### config.mk
export PLATFORM = sky130hd
export DESIGN_NAME = text_cursor_autowrap_engine_core
export DESIGN_NICKNAME = d
export VERILOG_FILES = /design/src/rtl/tcae_pkg.sv /design/src/rtl/tcae_front.sv /design/src/rtl/tcae_queue.sv /design/src/rtl/tcae_back.sv /design/src/rtl/text_cursor_autowrap_engine_core.sv
export SDC_FILE = /design/constraint.sdc
export NUM_CORES = 1
export LEC_CHECK = 0
export BUFFER_PORTS_ARGS = -buffer_cell sky130_fd_sc_hd__buf_2
export CORE_UTILIZATION = 50
export CTS_CLUSTER_SIZE = 25
export DETAILED_ROUTE_END_ITERATION = 6
export PLACE_DENSITY = 0.7
export SYNTH_ARGS = -nofsm -noshare
export SYNTH_HDL_FRONTEND = slang
export SYNTH_SLANG_ARGS = --single-unit
### constraint.sdc
create_clock -name clk -period 13.95 [get_ports clk]
set_clock_uncertainty 0.1 [all_clocks]
set_input_delay 2.79 -clock clk [delete_from_list [all_inputs] [get_ports clk]]
set_output_delay 2.79 -clock clk [all_outputs]
set_load 0.02 [all_outputs]
### src/rtl/tcae_pkg.sv
// ----------------------------------------------------------------------------
// tcae_pkg
// Shared types, codes and helpers for the text cursor autowrap engine.
// ----------------------------------------------------------------------------
package tcae_pkg;

  // input command codes
  localparam logic [2:0] CMD_WRITE    = 3'd0;
  localparam logic [2:0] CMD_BREAK    = 3'd1;
  localparam logic [2:0] CMD_MOVE_ABS = 3'd2;
  localparam logic [2:0] CMD_MOVE_REL = 3'd3;
  localparam logic [2:0] CMD_CLEAR    = 3'd4;

  // overflow modes for a line break on the bottom row
  localparam logic [1:0] OVF_WRAP        = 2'd0;
  localparam logic [1:0] OVF_SHIFT       = 2'd1;
  localparam logic [1:0] OVF_GROW_SHIFT  = 2'd2;
  localparam logic [1:0] OVF_GROW_WRAP   = 2'd3;

  // width of the limit compare for moves, covers the parameter range
  localparam int LIM_W = 13;

  // configuration register indexes (the fill cell is kept by the external store)
  typedef enum logic [2:0] {
    REG_AUTO_WRAP     = 3'd0,
    REG_OVERFLOW_MODE = 3'd1,
    REG_SCREEN_WIDTH  = 3'd2,
    REG_START_HEIGHT  = 3'd3,
    REG_MAX_HEIGHT    = 3'd4
  } cfg_reg_t;

  // classified command, as the front hands it to the back
  typedef enum logic [2:0] {
    K_NOP      = 3'd0,
    K_WRITE    = 3'd1,
    K_BREAK    = 3'd2,
    K_MOVE_ABS = 3'd3,
    K_MOVE_REL = 3'd4,
    K_CLEAR    = 3'd5
  } kind_t;

  typedef struct packed {
    kind_t             kind;
    logic [31:0]       cell_val;
    logic              wide;
    logic signed [9:0] dx;
    logic signed [9:0] dy;
  } cmd_t;

  // result word, lowest field last
  typedef struct packed {
    logic [1:0]  pad;
    logic        wrap_pending_out;
    logic [8:0]  rows_now;
    logic [7:0]  cursor_row;
    logic [7:0]  cursor_col;
    logic        clear_all;
    logic        grow_row;
    logic        scroll_up;
    logic [31:0] cell_out;
    logic [7:0]  cell_row;
    logic [7:0]  cell_col;
    logic        cell_write;
  } res_t;

  typedef struct packed {
    logic [7:0] row;
    logic [8:0] rc;
    logic       scroll;
    logic       grow;
  } lb_t;

  function automatic logic [8:0] clamp9(input logic [8:0] v, input logic [8:0] lo,
                                        input logic [8:0] hi);
    logic [8:0] r;
    r = v;
    if (v < lo) r = lo;
    if (v > hi) r = hi;
    return r;
  endfunction

  // line break from the given row; column and pending wrap go to zero at the caller
  function automatic lb_t line_break(input logic [7:0] row, input logic [8:0] rc,
                                     input logic [8:0] maxh, input logic [1:0] mode);
    lb_t        r;
    logic       can_grow;
    logic [8:0] rc_last;
    r        = '{row: row, rc: rc, scroll: 1'b0, grow: 1'b0};
    can_grow = rc < maxh;
    rc_last  = rc - 9'd1;
    if (({1'b0, row} + 9'd1) < rc) begin
      r.row = row + 8'd1;
    end else begin
      case (mode)
        OVF_WRAP: begin
          r.row = 8'd0;
        end
        OVF_SHIFT: begin
          r.scroll = 1'b1;
          r.row    = rc_last[7:0];
        end
        OVF_GROW_SHIFT: begin
          if (can_grow) begin
            r.rc   = rc + 9'd1;
            r.grow = 1'b1;
            r.row  = rc[7:0];
          end else begin
            r.scroll = 1'b1;
            r.row    = rc_last[7:0];
          end
        end
        OVF_GROW_WRAP: begin
          if (can_grow) begin
            r.rc   = rc + 9'd1;
            r.grow = 1'b1;
            r.row  = rc[7:0];
          end else begin
            r.row = 8'd0;
          end
        end
        default: begin
          r.row = 8'd0;
        end
      endcase
    end
    return r;
  endfunction

endpackage

### src/rtl/tcae_front.sv
// ----------------------------------------------------------------------------
// tcae_front
// Accepts command words, turns the ones that change nothing into no-ops and
// registers the classified command toward the queue.
// ----------------------------------------------------------------------------
module tcae_front #(
  parameter int MAX_COLS = 256,
  parameter int MAX_ROWS = 256
) (
  input  logic            clk,
  input  logic            rst_n,
  input  logic            in_tvalid,
  output logic            in_tready,
  input  logic [55:0]     in_tdata,
  input  logic [2:0]      in_tuser,
  output logic            push,
  output tcae_pkg::cmd_t  push_cmd,
  input  logic            q_ready
);

  localparam int LIM_W = tcae_pkg::LIM_W;

  logic              fv_r;
  tcae_pkg::cmd_t    fcmd_r;
  tcae_pkg::cmd_t    dec;
  logic [1:0]        cw;
  logic signed [9:0] mx;
  logic signed [9:0] my;
  logic [10:0]       ax;
  logic [10:0]       ay;
  logic              move_ok;

  assign cw = in_tdata[33:32];
  assign mx = in_tdata[43:34];
  assign my = in_tdata[53:44];

  always_comb begin
    ax = mx[9] ? (11'd0 - {mx[9], mx}) : {1'b0, mx};
    ay = my[9] ? (11'd0 - {my[9], my}) : {1'b0, my};
    move_ok = ({2'b0, ax} <= LIM_W'(MAX_COLS)) && ({2'b0, ay} <= LIM_W'(MAX_ROWS))
              && !(mx == 10'sd0 && my == 10'sd0);
    dec.cell_val = in_tdata[31:0];
    dec.wide     = (cw == 2'd2);
    dec.dx       = mx;
    dec.dy       = my;
    case (in_tuser)
      tcae_pkg::CMD_WRITE:    dec.kind = (cw == 2'd1 || cw == 2'd2) ? tcae_pkg::K_WRITE
                                                                    : tcae_pkg::K_NOP;
      tcae_pkg::CMD_BREAK:    dec.kind = tcae_pkg::K_BREAK;
      tcae_pkg::CMD_MOVE_ABS: dec.kind = move_ok ? tcae_pkg::K_MOVE_ABS : tcae_pkg::K_NOP;
      tcae_pkg::CMD_MOVE_REL: dec.kind = move_ok ? tcae_pkg::K_MOVE_REL : tcae_pkg::K_NOP;
      tcae_pkg::CMD_CLEAR:    dec.kind = tcae_pkg::K_CLEAR;
      default:                dec.kind = tcae_pkg::K_NOP;
    endcase
  end

  assign in_tready = !fv_r || q_ready;
  assign push      = fv_r && q_ready;
  assign push_cmd  = fcmd_r;

  always_ff @(posedge clk) begin
    if (!rst_n) begin
      fv_r <= 1'b0;
    end else if (in_tvalid && in_tready) begin
      fv_r <= 1'b1;
    end else if (q_ready) begin
      fv_r <= 1'b0;
    end
  end

  always_ff @(posedge clk) begin
    if (in_tvalid && in_tready) begin
      fcmd_r <= dec;
    end
  end

endmodule

### src/rtl/tcae_queue.sv
// ----------------------------------------------------------------------------
// tcae_queue
// Two-entry command queue between the front and the back.
// ----------------------------------------------------------------------------
module tcae_queue (
  input  logic            clk,
  input  logic            rst_n,
  input  logic            push,
  input  tcae_pkg::cmd_t  push_cmd,
  output logic            q_ready,
  input  logic            pop,
  output logic            q_valid,
  output tcae_pkg::cmd_t  q_cmd
);

  tcae_pkg::cmd_t mem_r [2];
  logic           wr_ptr_r;
  logic           rd_ptr_r;
  logic [1:0]     cnt_r;
  logic [1:0]     cnt_nxt;

  assign q_ready = (cnt_r != 2'd2);
  assign q_valid = (cnt_r != 2'd0);
  assign q_cmd   = mem_r[rd_ptr_r];

  always_comb begin
    cnt_nxt = cnt_r;
    if (push && !pop) cnt_nxt = cnt_r + 2'd1;
    if (pop && !push) cnt_nxt = cnt_r - 2'd1;
  end

  always_ff @(posedge clk) begin
    if (!rst_n) begin
      wr_ptr_r <= 1'b0;
      rd_ptr_r <= 1'b0;
      cnt_r    <= 2'd0;
    end else begin
      cnt_r <= cnt_nxt;
      if (push) wr_ptr_r <= !wr_ptr_r;
      if (pop)  rd_ptr_r <= !rd_ptr_r;
    end
  end

  always_ff @(posedge clk) begin
    if (push) begin
      mem_r[wr_ptr_r] <= push_cmd;
    end
  end

endmodule

### src/rtl/tcae_back.sv
// ----------------------------------------------------------------------------
// tcae_back
// Holds the cursor, row count and settings, carries out one command per
// cycle while the result output is not stalled and registers the result word.
// ----------------------------------------------------------------------------
module tcae_back #(
  parameter int MAX_COLS = 256,
  parameter int MAX_ROWS = 256
) (
  input  logic            clk,
  input  logic            rst_n,
  input  logic            q_valid,
  input  tcae_pkg::cmd_t  q_cmd,
  output logic            pop,
  input  logic            cfg_valid,
  input  logic [2:0]      cfg_index,
  input  logic [31:0]     cfg_data,
  output logic            out_tvalid,
  input  logic            out_tready,
  output logic [79:0]     out_tdata
);

  localparam logic [8:0] COL_LIM = 9'(MAX_COLS < 256 ? MAX_COLS : 256);
  localparam logic [8:0] ROW_LIM = 9'(MAX_ROWS < 256 ? MAX_ROWS : 256);
  localparam logic [8:0] WIDTH_RST = tcae_pkg::clamp9(9'd80, 9'd2, COL_LIM);
  localparam logic [8:0] ROWS_RST  = tcae_pkg::clamp9(9'd25, 9'd1, ROW_LIM);

  // settings
  logic       aw_r;
  logic [1:0] mode_r;
  logic [8:0] width_r;
  logic [8:0] maxh_r;

  // cursor state
  logic [7:0] col_r, col_nxt;
  logic [7:0] row_r, row_nxt;
  logic       wp_r, wp_nxt;
  logic [8:0] rc_r, rc_nxt;

  logic              ov_r;
  tcae_pkg::res_t    res_r;
  tcae_pkg::res_t    res;
  tcae_pkg::lb_t     lb;

  logic [7:0]         ex_col, ex_row;
  logic               ex_wp;
  logic [8:0]         ex_rc;
  logic [8:0]         wmax;
  logic               resolve;
  logic               go;
  logic [8:0]         x;
  logic signed [11:0] tx, ty;
  logic [8:0]         h_new;
  logic [8:0]         h_last;

  assign pop        = q_valid && (!ov_r || out_tready);
  assign out_tvalid = ov_r;
  assign out_tdata  = res_r;

  assign wmax = width_r - 9'd1;
  assign lb   = tcae_pkg::line_break(row_r, rc_r, maxh_r, mode_r);

  always_comb begin
    ex_col  = col_r;
    ex_row  = row_r;
    ex_wp   = wp_r;
    ex_rc   = rc_r;
    res     = '0;
    resolve = wp_r || ({1'b0, col_r} >= width_r);
    go      = 1'b0;
    x       = '0;
    tx      = '0;
    ty      = '0;
    h_last  = rc_r - 9'd1;
    case (q_cmd.kind)
      tcae_pkg::K_WRITE: begin
        // at most one line break: either a pending wrap or a wide cell on the edge
        if (aw_r && (resolve || ({1'b0, col_r} == wmax && q_cmd.wide))) begin
          ex_col = 8'd0;
          ex_row = lb.row;
          ex_rc  = lb.rc;
          res.scroll_up = lb.scroll;
          res.grow_row  = lb.grow;
        end else if (resolve) begin
          ex_col = wmax[7:0];
        end
        ex_wp = 1'b0;
        go = !(!aw_r && {1'b0, ex_col} == wmax && q_cmd.wide);
        if (go) begin
          res.cell_write = 1'b1;
          res.cell_col   = ex_col;
          res.cell_row   = ex_row;
          res.cell_out   = q_cmd.cell_val;
          if ({1'b0, ex_col} == wmax) begin
            ex_wp = aw_r;
          end else begin
            x = {1'b0, ex_col} + (q_cmd.wide ? 9'd2 : 9'd1);
            if (x >= width_r) begin
              ex_col = wmax[7:0];
              ex_wp  = aw_r;
            end else begin
              ex_col = x[7:0];
            end
          end
        end
      end
      tcae_pkg::K_BREAK: begin
        ex_col = 8'd0;
        ex_row = lb.row;
        ex_rc  = lb.rc;
        ex_wp  = 1'b0;
        res.scroll_up = lb.scroll;
        res.grow_row  = lb.grow;
      end
      tcae_pkg::K_MOVE_ABS, tcae_pkg::K_MOVE_REL: begin
        ex_wp = 1'b0;
        tx = {{2{q_cmd.dx[9]}}, q_cmd.dx};
        ty = {{2{q_cmd.dy[9]}}, q_cmd.dy};
        if (q_cmd.kind == tcae_pkg::K_MOVE_REL) begin
          tx = tx + $signed({4'b0, col_r});
          ty = ty + $signed({4'b0, row_r});
        end
        if (tx < 12'sd0)                        ex_col = 8'd0;
        else if (tx >= $signed({3'b0, width_r})) ex_col = wmax[7:0];
        else                                    ex_col = tx[7:0];
        if (ty < 12'sd0)                      ex_row = 8'd0;
        else if (ty >= $signed({3'b0, rc_r})) ex_row = h_last[7:0];
        else                                  ex_row = ty[7:0];
      end
      tcae_pkg::K_CLEAR: begin
        res.clear_all = 1'b1;
        ex_col = 8'd0;
        ex_row = 8'd0;
        ex_wp  = 1'b0;
      end
      default: begin
      end
    endcase
    res.cursor_col       = ex_col;
    res.cursor_row       = ex_row;
    res.rows_now         = ex_rc;
    res.wrap_pending_out = ex_wp;
  end

  // state update: a command, or a start height write in a cycle that takes no command
  always_comb begin
    col_nxt = col_r;
    row_nxt = row_r;
    wp_nxt  = wp_r;
    rc_nxt  = rc_r;
    h_new   = tcae_pkg::clamp9(cfg_data[8:0], 9'd1, ROW_LIM);
    if (pop) begin
      col_nxt = ex_col;
      row_nxt = ex_row;
      wp_nxt  = ex_wp;
      rc_nxt  = ex_rc;
    end else if (cfg_valid && cfg_index == tcae_pkg::REG_START_HEIGHT) begin
      rc_nxt = h_new;
      if ({1'b0, row_r} >= h_new) row_nxt = 8'(h_new - 9'd1);
    end
  end

  always_ff @(posedge clk) begin
    if (!rst_n) begin
      col_r <= 8'd0;
      row_r <= 8'd0;
      wp_r  <= 1'b0;
      rc_r  <= ROWS_RST;
      ov_r  <= 1'b0;
    end else begin
      col_r <= col_nxt;
      row_r <= row_nxt;
      wp_r  <= wp_nxt;
      rc_r  <= rc_nxt;
      if (pop) ov_r <= 1'b1;
      else if (out_tready) ov_r <= 1'b0;
    end
  end

  always_ff @(posedge clk) begin
    if (pop) begin
      res_r <= res;
    end
  end

  always_ff @(posedge clk) begin
    if (!rst_n) begin
      aw_r    <= 1'b1;
      mode_r  <= tcae_pkg::OVF_WRAP;
      width_r <= WIDTH_RST;
      maxh_r  <= ROWS_RST;
    end else if (cfg_valid) begin
      case (cfg_index)
        tcae_pkg::REG_AUTO_WRAP:     aw_r    <= cfg_data[0];
        tcae_pkg::REG_OVERFLOW_MODE: mode_r  <= cfg_data[1:0];
        tcae_pkg::REG_SCREEN_WIDTH:  width_r <= tcae_pkg::clamp9(cfg_data[8:0], 9'd2, COL_LIM);
        tcae_pkg::REG_MAX_HEIGHT:    maxh_r  <= tcae_pkg::clamp9(cfg_data[8:0], 9'd1, ROW_LIM);
        default: begin
        end
      endcase
    end
  end

endmodule

### src/rtl/text_cursor_autowrap_engine_core.sv
// ----------------------------------------------------------------------------
// text_cursor_autowrap_engine_core
// Text-mode cursor engine with auto-wrap, scroll and grow at the bottom row.
// ----------------------------------------------------------------------------
// Takes one command word per clock unless stalled and gives exactly one result
// word for each, through the front register, the queue and the result register. The
// front classifies commands and registers them into a two-entry queue; the back
// updates cursor and row count as it pops each command, which sets the sustained
// rate of one command per clock while the output is not stalled. The fill cell
// is kept by the external cell store: a write to its register index is taken
// and has no effect here. Configuration is always accepted and must be written
// only while the engine is idle.
module text_cursor_autowrap_engine_core #(
  parameter int MAX_COLS = 256,
  parameter int MAX_ROWS = 256
) (
  input  logic        clk,
  input  logic        rst_n,
  input  logic        in_tvalid,
  output logic        in_tready,
  // cell_value[31:0], cell_width[33:32], move_x[43:34], move_y[53:44], zero pad
  input  logic [55:0] in_tdata,
  // cmd[2:0]
  input  logic [2:0]  in_tuser,
  output logic        out_tvalid,
  input  logic        out_tready,
  // cell_write[0], cell_col[8:1], cell_row[16:9], cell_out[48:17], scroll_up[49],
  // grow_row[50], clear_all[51], cursor_col[59:52], cursor_row[67:60],
  // rows_now[76:68], wrap_pending_out[77], zero pad
  output logic [79:0] out_tdata,
  input  logic        cfg_valid,
  output logic        cfg_ready,
  input  logic [2:0]  cfg_index,
  input  logic [31:0] cfg_data
);

  logic           push;
  tcae_pkg::cmd_t push_cmd;
  logic           q_ready;
  logic           pop;
  logic           q_valid;
  tcae_pkg::cmd_t q_cmd;

  assign cfg_ready = 1'b1;

  tcae_front #(
    .MAX_COLS (MAX_COLS),
    .MAX_ROWS (MAX_ROWS)
  ) u_front (
    .clk       (clk),
    .rst_n     (rst_n),
    .in_tvalid (in_tvalid),
    .in_tready (in_tready),
    .in_tdata  (in_tdata),
    .in_tuser  (in_tuser),
    .push      (push),
    .push_cmd  (push_cmd),
    .q_ready   (q_ready)
  );

  tcae_queue u_queue (
    .clk      (clk),
    .rst_n    (rst_n),
    .push     (push),
    .push_cmd (push_cmd),
    .q_ready  (q_ready),
    .pop      (pop),
    .q_valid  (q_valid),
    .q_cmd    (q_cmd)
  );

  tcae_back #(
    .MAX_COLS (MAX_COLS),
    .MAX_ROWS (MAX_ROWS)
  ) u_back (
    .clk        (clk),
    .rst_n      (rst_n),
    .q_valid    (q_valid),
    .q_cmd      (q_cmd),
    .pop        (pop),
    .cfg_valid  (cfg_valid),
    .cfg_index  (cfg_index),
    .cfg_data   (cfg_data),
    .out_tvalid (out_tvalid),
    .out_tready (out_tready),
    .out_tdata  (out_tdata)
  );

endmodule

# --- Word-level counts from Yosys, hierarchy flattened ---
# Memory sizes are Yosys's and may differ from the RTL's. A register that Yosys moved wholly into a read port is not among the register bits.
# Index checks and enable logic that the tools add are counted.
word_totals:
  wordCells: 190
  reg_bits: 187
  latch_bits: 0
  n_memories: 1
  rom_bits: 0
  mem_bits_rw: 112
mem_list:
  columns: ["name", "depth", "width", "rd", "rd_ports_with_merged_regs", "write_ports", "line_no", "text"]
  rows:
  - ["u_queue.mem_r", 2, 56, 1, 1, 1, "tcae_queue.sv:16", "tcae_pkg::cmd_t mem_r [2];"]
classes:
  div: 0
  addsub: 13
  shifts: 0
  bitwise: 1
  reduce_logical: 47
  magnitude_cmp: 14
  n_mux: 64
  n_mul: 0
  eq_ne: 21
ops:
  columns: ["op", "count"]
  rows:
  - ["$mux 8", 17]
  - ["$mux 9", 9]
  - ["$pmux 8 s4", 2]
  - ["$mux 12", 4]
  - ["$mux 11", 3]
  - ["$ge 12x10->1", 2]
  - ["$lt 12x1->1 const B", 2]
  - ["$pmux 8 s3", 1]
  - ["$add 10x9->11", 2]
  - ["$le 11x9->1 const B", 2]
  - ["$sub 1x10->11 const A", 2]
  - ["$logic_not 10->1", 2]
  - ["$eq 3x2->1 const B", 6]
  - ["$eq 8x9->1", 2]
  - ["$ge 8x9->1", 2]
  - ["$lt 9x9->1", 2]
  - ["$pmux 9 s2", 1]
  - ["$mux 1", 17]
  - ["$sub 8x1->8 const B", 2]
  - ["$pmux 3 s5", 1]
  - ["$logic_and 1x1->1", 13]
  - ["$eq 3x3->1 const B", 4]
  - ["$reduce_bool 2->1", 6]
  - ["$mux 2", 5]
  - ["26 further kinds", 51]

# --- Longest topological paths before layout ---
logic_depth:
  ltp_word: 13
  depth_mapped: 29
  depth_no_buf: 26

# --- Hierarchy ---
# Synthesis repeated with hierarchy kept, for this count alone.
unflattened:
  cells_unflattened: 1442
  hier_area_um2: 16230.6
by_module_without_submodules:
  columns: ["module", "area_per_inst_um2", "cells_per_inst", "n_inst"]
  rows:
  - ["tcae_back", 9963.3, 1142, 1]
  - ["tcae_queue", 4250.3, 196, 1]
  - ["tcae_front", 2005.7, 102, 1]
  - ["text_cursor_autowrap_engine_core", 11.3, 2, 1]

# --- Worst setup path after synthesis ---
# Ideal clock, no wire load.
synth_timing:
  path_type: "input-to-reg"
  startpoint: "input out_tready"
  endpoint: "register u_queue.cnt_r[1]"
  setup_slack_ns: 6.937
  arrival_ns: 6.843
  setup_ns: 0.070
  path_stages: 8
  path_buffers: 2
  required_time_ns: 13.780
  cell_sequence: "nor2b_1 -> or2_2 -> clkbuf_1 -> inv_1 -> clkbuf_1 -> ha_1 -> or3_1 -> a21oi_1"
synth_via:
  elab_chain_len: 5
  elab_cells_between_ends: 7
synth_rtl:
  columns: ["item", "line_no", "text"]
  rows:
  - ["from (decl)", "text_cursor_autowrap_engine_core.sv:26", "input logic out_tready,"]
  - ["$logic_or 1x1->1 *", "tcae_back.sv:56", "assign pop = q_valid && (!ov_r || out_tready);"]
  - ["$logic_and 1x1->1 *", "tcae_back.sv:56", null]
  - ["via pop", "text_cursor_autowrap_engine_core.sv:40", "logic pop;"]
  - ["$logic_not 1->1", "tcae_queue.sv:28", "if (push && !pop) cnt_nxt = cnt_r + 2'd1;"]
  - ["$logic_and 1x1->1", "tcae_queue.sv:28", null]
  - ["$reduce_bool 2->1 (no source line)", null, null]
  - ["to (signal assigned)", "tcae_queue.sv:38", "cnt_r <= cnt_nxt;"]
  - ["to (decl)", "tcae_queue.sv:19", "logic [1:0] cnt_r;"]
# The timed path passes the listed nets; every way through them passes the cells marked *.
# A chain may end at the register's enable or synchronous reset.

# --- Worst setup path after layout ---
layout_timing:
  startpoint: "register u_back.width_r[6]"
  endpoint: "register u_back.res_r (netlist bit u_back.out_tdata[57]) (data pin)"
layout_via:
  elab_chain_len: 13
  elab_cells_between_ends: 22
layout_rtl:
  columns: ["item", "line_no", "text"]
  rows:
  - ["from (decl)", "tcae_back.sv:31", "logic [8:0] width_r;"]
  - ["from (signal assigned)", "tcae_back.sv:196", "tcae_pkg::REG_SCREEN_WIDTH: width_r <= tcae_pkg::clamp9(cfg_data[8:0], 9'd2, COL_LIM);"]
  - ["$sub 9x1->9", "tcae_back.sv:60", "assign wmax = width_r - 9'd1;"]
  - ["$eq 8x9->1", "tcae_back.sv:78", "if (aw_r && (resolve || ({1'b0, col_r} == wmax && q_cmd.wide))) begin"]
  - ["$logic_and 1x1->1", "tcae_back.sv:78", null]
  - ["$logic_or 1x1->1", "tcae_back.sv:78", null]
  - ["$logic_and 1x1->1", "tcae_back.sv:78", null]
  - ["$mux 8", "tcae_back.sv:78", null]
  - ["$mux 8", "tcae_back.sv:75", "case (q_cmd.kind)"]
  - ["$add 8x2->9", "tcae_back.sv:97", "x = {1'b0, ex_col} + (q_cmd.wide ? 9'd2 : 9'd1);"]
  - ["$ge 9x9->1", "tcae_back.sv:98", "if (x >= width_r) begin"]
  - ["$mux 8", "tcae_back.sv:98", null]
  - ["$mux 8", "tcae_back.sv:94", "if ({1'b0, ex_col} == wmax) begin"]
  - ["$mux 8", "tcae_back.sv:89", "if (go) begin"]
  - ["$pmux 8 s3 *", "tcae_back.sv:75", null]
  - ["via u_back.ex_col[5]", "tcae_back.sv:45", "logic [7:0] ex_col, ex_row;"]
  - ["to (signal assigned)", "tcae_back.sv:182", "res_r <= res;"]
  - ["to (decl)", "tcae_back.sv:41", "tcae_pkg::res_t res_r;"]
# The timed path passes the listed nets; every way through them passes the cells marked *. The select of a mux whose other input is x is not followed.

==> flow_metrics.tcl <==
set metrics [dict create \
    synthCells 1481 \
    cpPeakStageDelay_ns 0.85 \
    first_global_vias 11320 \
    totalNegativeSetupSlack_ns 0 \
    postSynthAreaPerCell_sq_um 11.0 \
    worstPathRequired_ns 14.18 \
    worst_hold_path_type "reg -> reg" \
    timing.fmax_ghz 0.126 \
    worst-endpoint-arrival_ns 8.14 \
    worst_skew_pair_later_pin_latency_ns 0.59 \
    seq_power_share_pct 36.5 \
    tightest_slew_margin_relative_to_the_limit_pct 35.4 \
    ys_seq_area_share_pct 51.8 \
    yosys.area.top_type_share_pct 45.2 \
    drt_pre_antenna_iters 6 \
    final_antenna_net_count 0 \
    synth.yosys.warnings 0 \
    start_util_pct 51.2 \
    p_sw_w 0.00138 \
    grt_use_met3_pct 4.57 \
    port_buffers 153 \
    drt_iter0_drc 891 \
    use_met1_pct 32.1 \
    measured_slew_at_the_worst_slew_check_pin_ns 0.969 \
    syn_area_sq_mm 0.0163 \
    timing_max_transition_violations_final 0 \
    end_kind "flip-flop" \
    timing.critical_path.max_delay_family "compound AO/OA/AOI/OAI gates" \
    netlist.top_cell.by_area "edfxtp_1" \
    finalSetupViolCount 0 \
    clock-root-buffer "clkbuf_16" \
    shortest_clock_period_the_worst_path_allows_after_layout_ns 7.91 \
    top_reg_cell_synth "edfxtp_1" \
    grtUsageMet2_pct 37.1 \
    synth_cell_types 95 \
    number_of_h_tree_branching_levels 1 \
    cp-start-kind "flip-flop" \
    global_route.usage.total_pct 23.4 \
    top_usage_layer "met2" \
    crit_path_top_delay_cell "o21a_1" \
    combPwrFrac_pct 39.7 \
    max_fo_critical_path 23 \
    grt_start_max_net_pins 75 \
    synth-edff-count 246 \
    finalCoreUtilization_pct 58.1 \
    clk_transition_reported_paths_ns 0.07 \
    drt_wl_total_um 39300 \
    status "finished, final reports clean" \
    holdWs_ns 0.339 \
    ir_drop_uv 134 \
    routed_vias 12049 \
    yosysMostFrequentCell "edfxtp_1" \
    power.density_cell_area_mw_per_mm2 195 \
    p_total_w 0.00360 \
    area_enclosed_by_the_die_boundary_sq_mm 0.0334 \
    critPathBufInv 2 \
    ctsResizeCount 0 \
    fin_nets 1807 \
    drc 0 \
    globalRoute.totalOverflow 0 \
    cts_sinks 300 \
    routed_via_density 5.81 \
    gp_congestion 0.923 \
    rsz0062_at_grt "false" \
    timing.final.hold_violations 0 \
    floorplan.rows 65 \
    cts_made_buffers 31 \
    diodes 0 \
    cts_hold_fix_bufs 0 \
    proportion_of_layout_cells_with_a_drive_suffix_above_1_pct 17.2 \
    post-cts-setup-buffer-count 0 \
    design.portCount 182 \
    dieHeight_um 183 \
    power_frac_clock_pct 23.8 \
    ys_top_cells_by_count "246 x edfxtp_1, 156 x nor2_1, 116 x nand2_1" \
    place_hpwl_um 27600 \
    power_switching_share_pct 38.2 \
    static-leakage-power_nw 7.18 \
    synth_async_sr_flop_share_pct 0 \
    critical_path_class "reg -> reg" \
    layoutNonFillerInstCount 2074 \
    post_synth_main_area_contributors "edfxtp_1 45%, ha_1 7.0%, dfxtp_1 6.6%, mux2i_1 3.9%, nor2_1 3.6%" \
    total_internal_power_w 0.00223 \
    place_inst 2017 \
    die_width_um 183 \
    syn2layout_area_growth_pct 13.3 \
    drt-wirelength-per-cell_um 18.9 \
    max-cap-violations 0 \
    core_sq_mm 0.0319 \
    min_period_over_period_pct 56.7 \
    synth_seq_cells 300 \
    tritoncts "yes" \
    first_pass_grt_wire_length_um 61400 \
    cts_buffer_depth 3 \
    timing.reg2reg.setup_slack_ns 6.04 \
    grt_antenna_before_repair 1 \
]
[metrics by stage]
step	setup slack (ns)	area, sq um
floorplan	6.94	16300
global placement	6.34	17400
detailed placement	6.27	17400
CTS	6.26	18500
global route	5.61	18500
finish	6.04	18500
[final timing paths]
path,from,to,cells past startpoint
hold / removal,u_front.push_cmd[33],u_queue.mem_r[1][33],0
hold reg to reg,u_front.push_cmd[33],u_queue.mem_r[1][33],0
setup / recovery,u_back.width_r[6],u_back.out_tdata[57],25
setup reg to reg,u_back.width_r[6],u_back.out_tdata[57],25
[flip-flops by register name, indices dropped and copies added, names as in the netlist, named ones only]
register and count:
u_queue.mem_r 112, u_back.out_tdata 78, u_front.push_cmd 56, u_back.maxh_r 9, u_back.rc_r 9, u_back.width_r 9, u_back.col_r 8, u_back.row_r 8
u_back.mode_r 2, u_queue.cnt_r 2, u_back.aw_r 1, u_back.out_tvalid 1, u_back.wp_r 1, u_front.fv_r 1, u_queue.rd_ptr_r 1, u_queue.wr_ptr_r 1
[layout make-up]
type / count / area [sq um]
Fill cell: 2688 / 13400
Sequential cell: 300 / 8470
Clock buffer: 33 / 783
Tap cell: 435 / 544
Inverter: 71 / 269
Timing Repair Buffer: 165 / 856
Multi-Input combinational cell: 1046 / 7310
Clock inverter: 24 / 278
[layout by cell type, fill, tap and decap left out, types with 8 or more instances in the layout]
cell and n:
nand3_1 33, nor4_1 10, inv_1 67, xnor2_1 33, buf_4 12, or3_1 8
ha_1 91, and2_1 9, a211oi_1 14, a21o_1 22, edfxtp_1 246, clkbuf_16 31
nor3_1 30, and3_1 12, o21ai_0 78, nor2_1 154, xor2_1 20, mux2_2 26
a31oi_1 21, nand2_1 116, clkinv_1 8, a21oi_1 63, nand2b_1 24, mux2i_1 63
dfxtp_1 53, o21a_1 15, nor2b_1 15, o211ai_1 19, buf_2 153
[power by group through the flow]
stage                     combinational (W)  sequential, W  clock, W
after floorplan                    0.000914        0.00143         0
after global placement              0.00138        0.00132         0
after detailed placement            0.00142        0.00133         0
after CTS                           0.00142        0.00131  0.000874
after global routing                0.00157        0.00133  0.000910
final                               0.00143        0.00131  0.000857
[logic make-up after synthesis]
logic type,after synthesis,share of synthesized area [%]
other,2,0.0460
and+or+nand+nor,458,13.8
DFF,300,51.8
adders and majority gates,93,7.22
xor gates and xnor gates,55,3.13
AOI/OAI and AO/OA,348,14.8
muxes,89,5.65
buffers and inverters,136,3.56
[per-layer routing]
metal / vias up / wire length (um)
met5: - / 13
met4: 2 / 1220
met3: 81 / 2860
met2: 420 / 17400
met1: 5746 / 17800
li1: 5800 / -
Note: power is estimated with default switching activity, not from simulation.
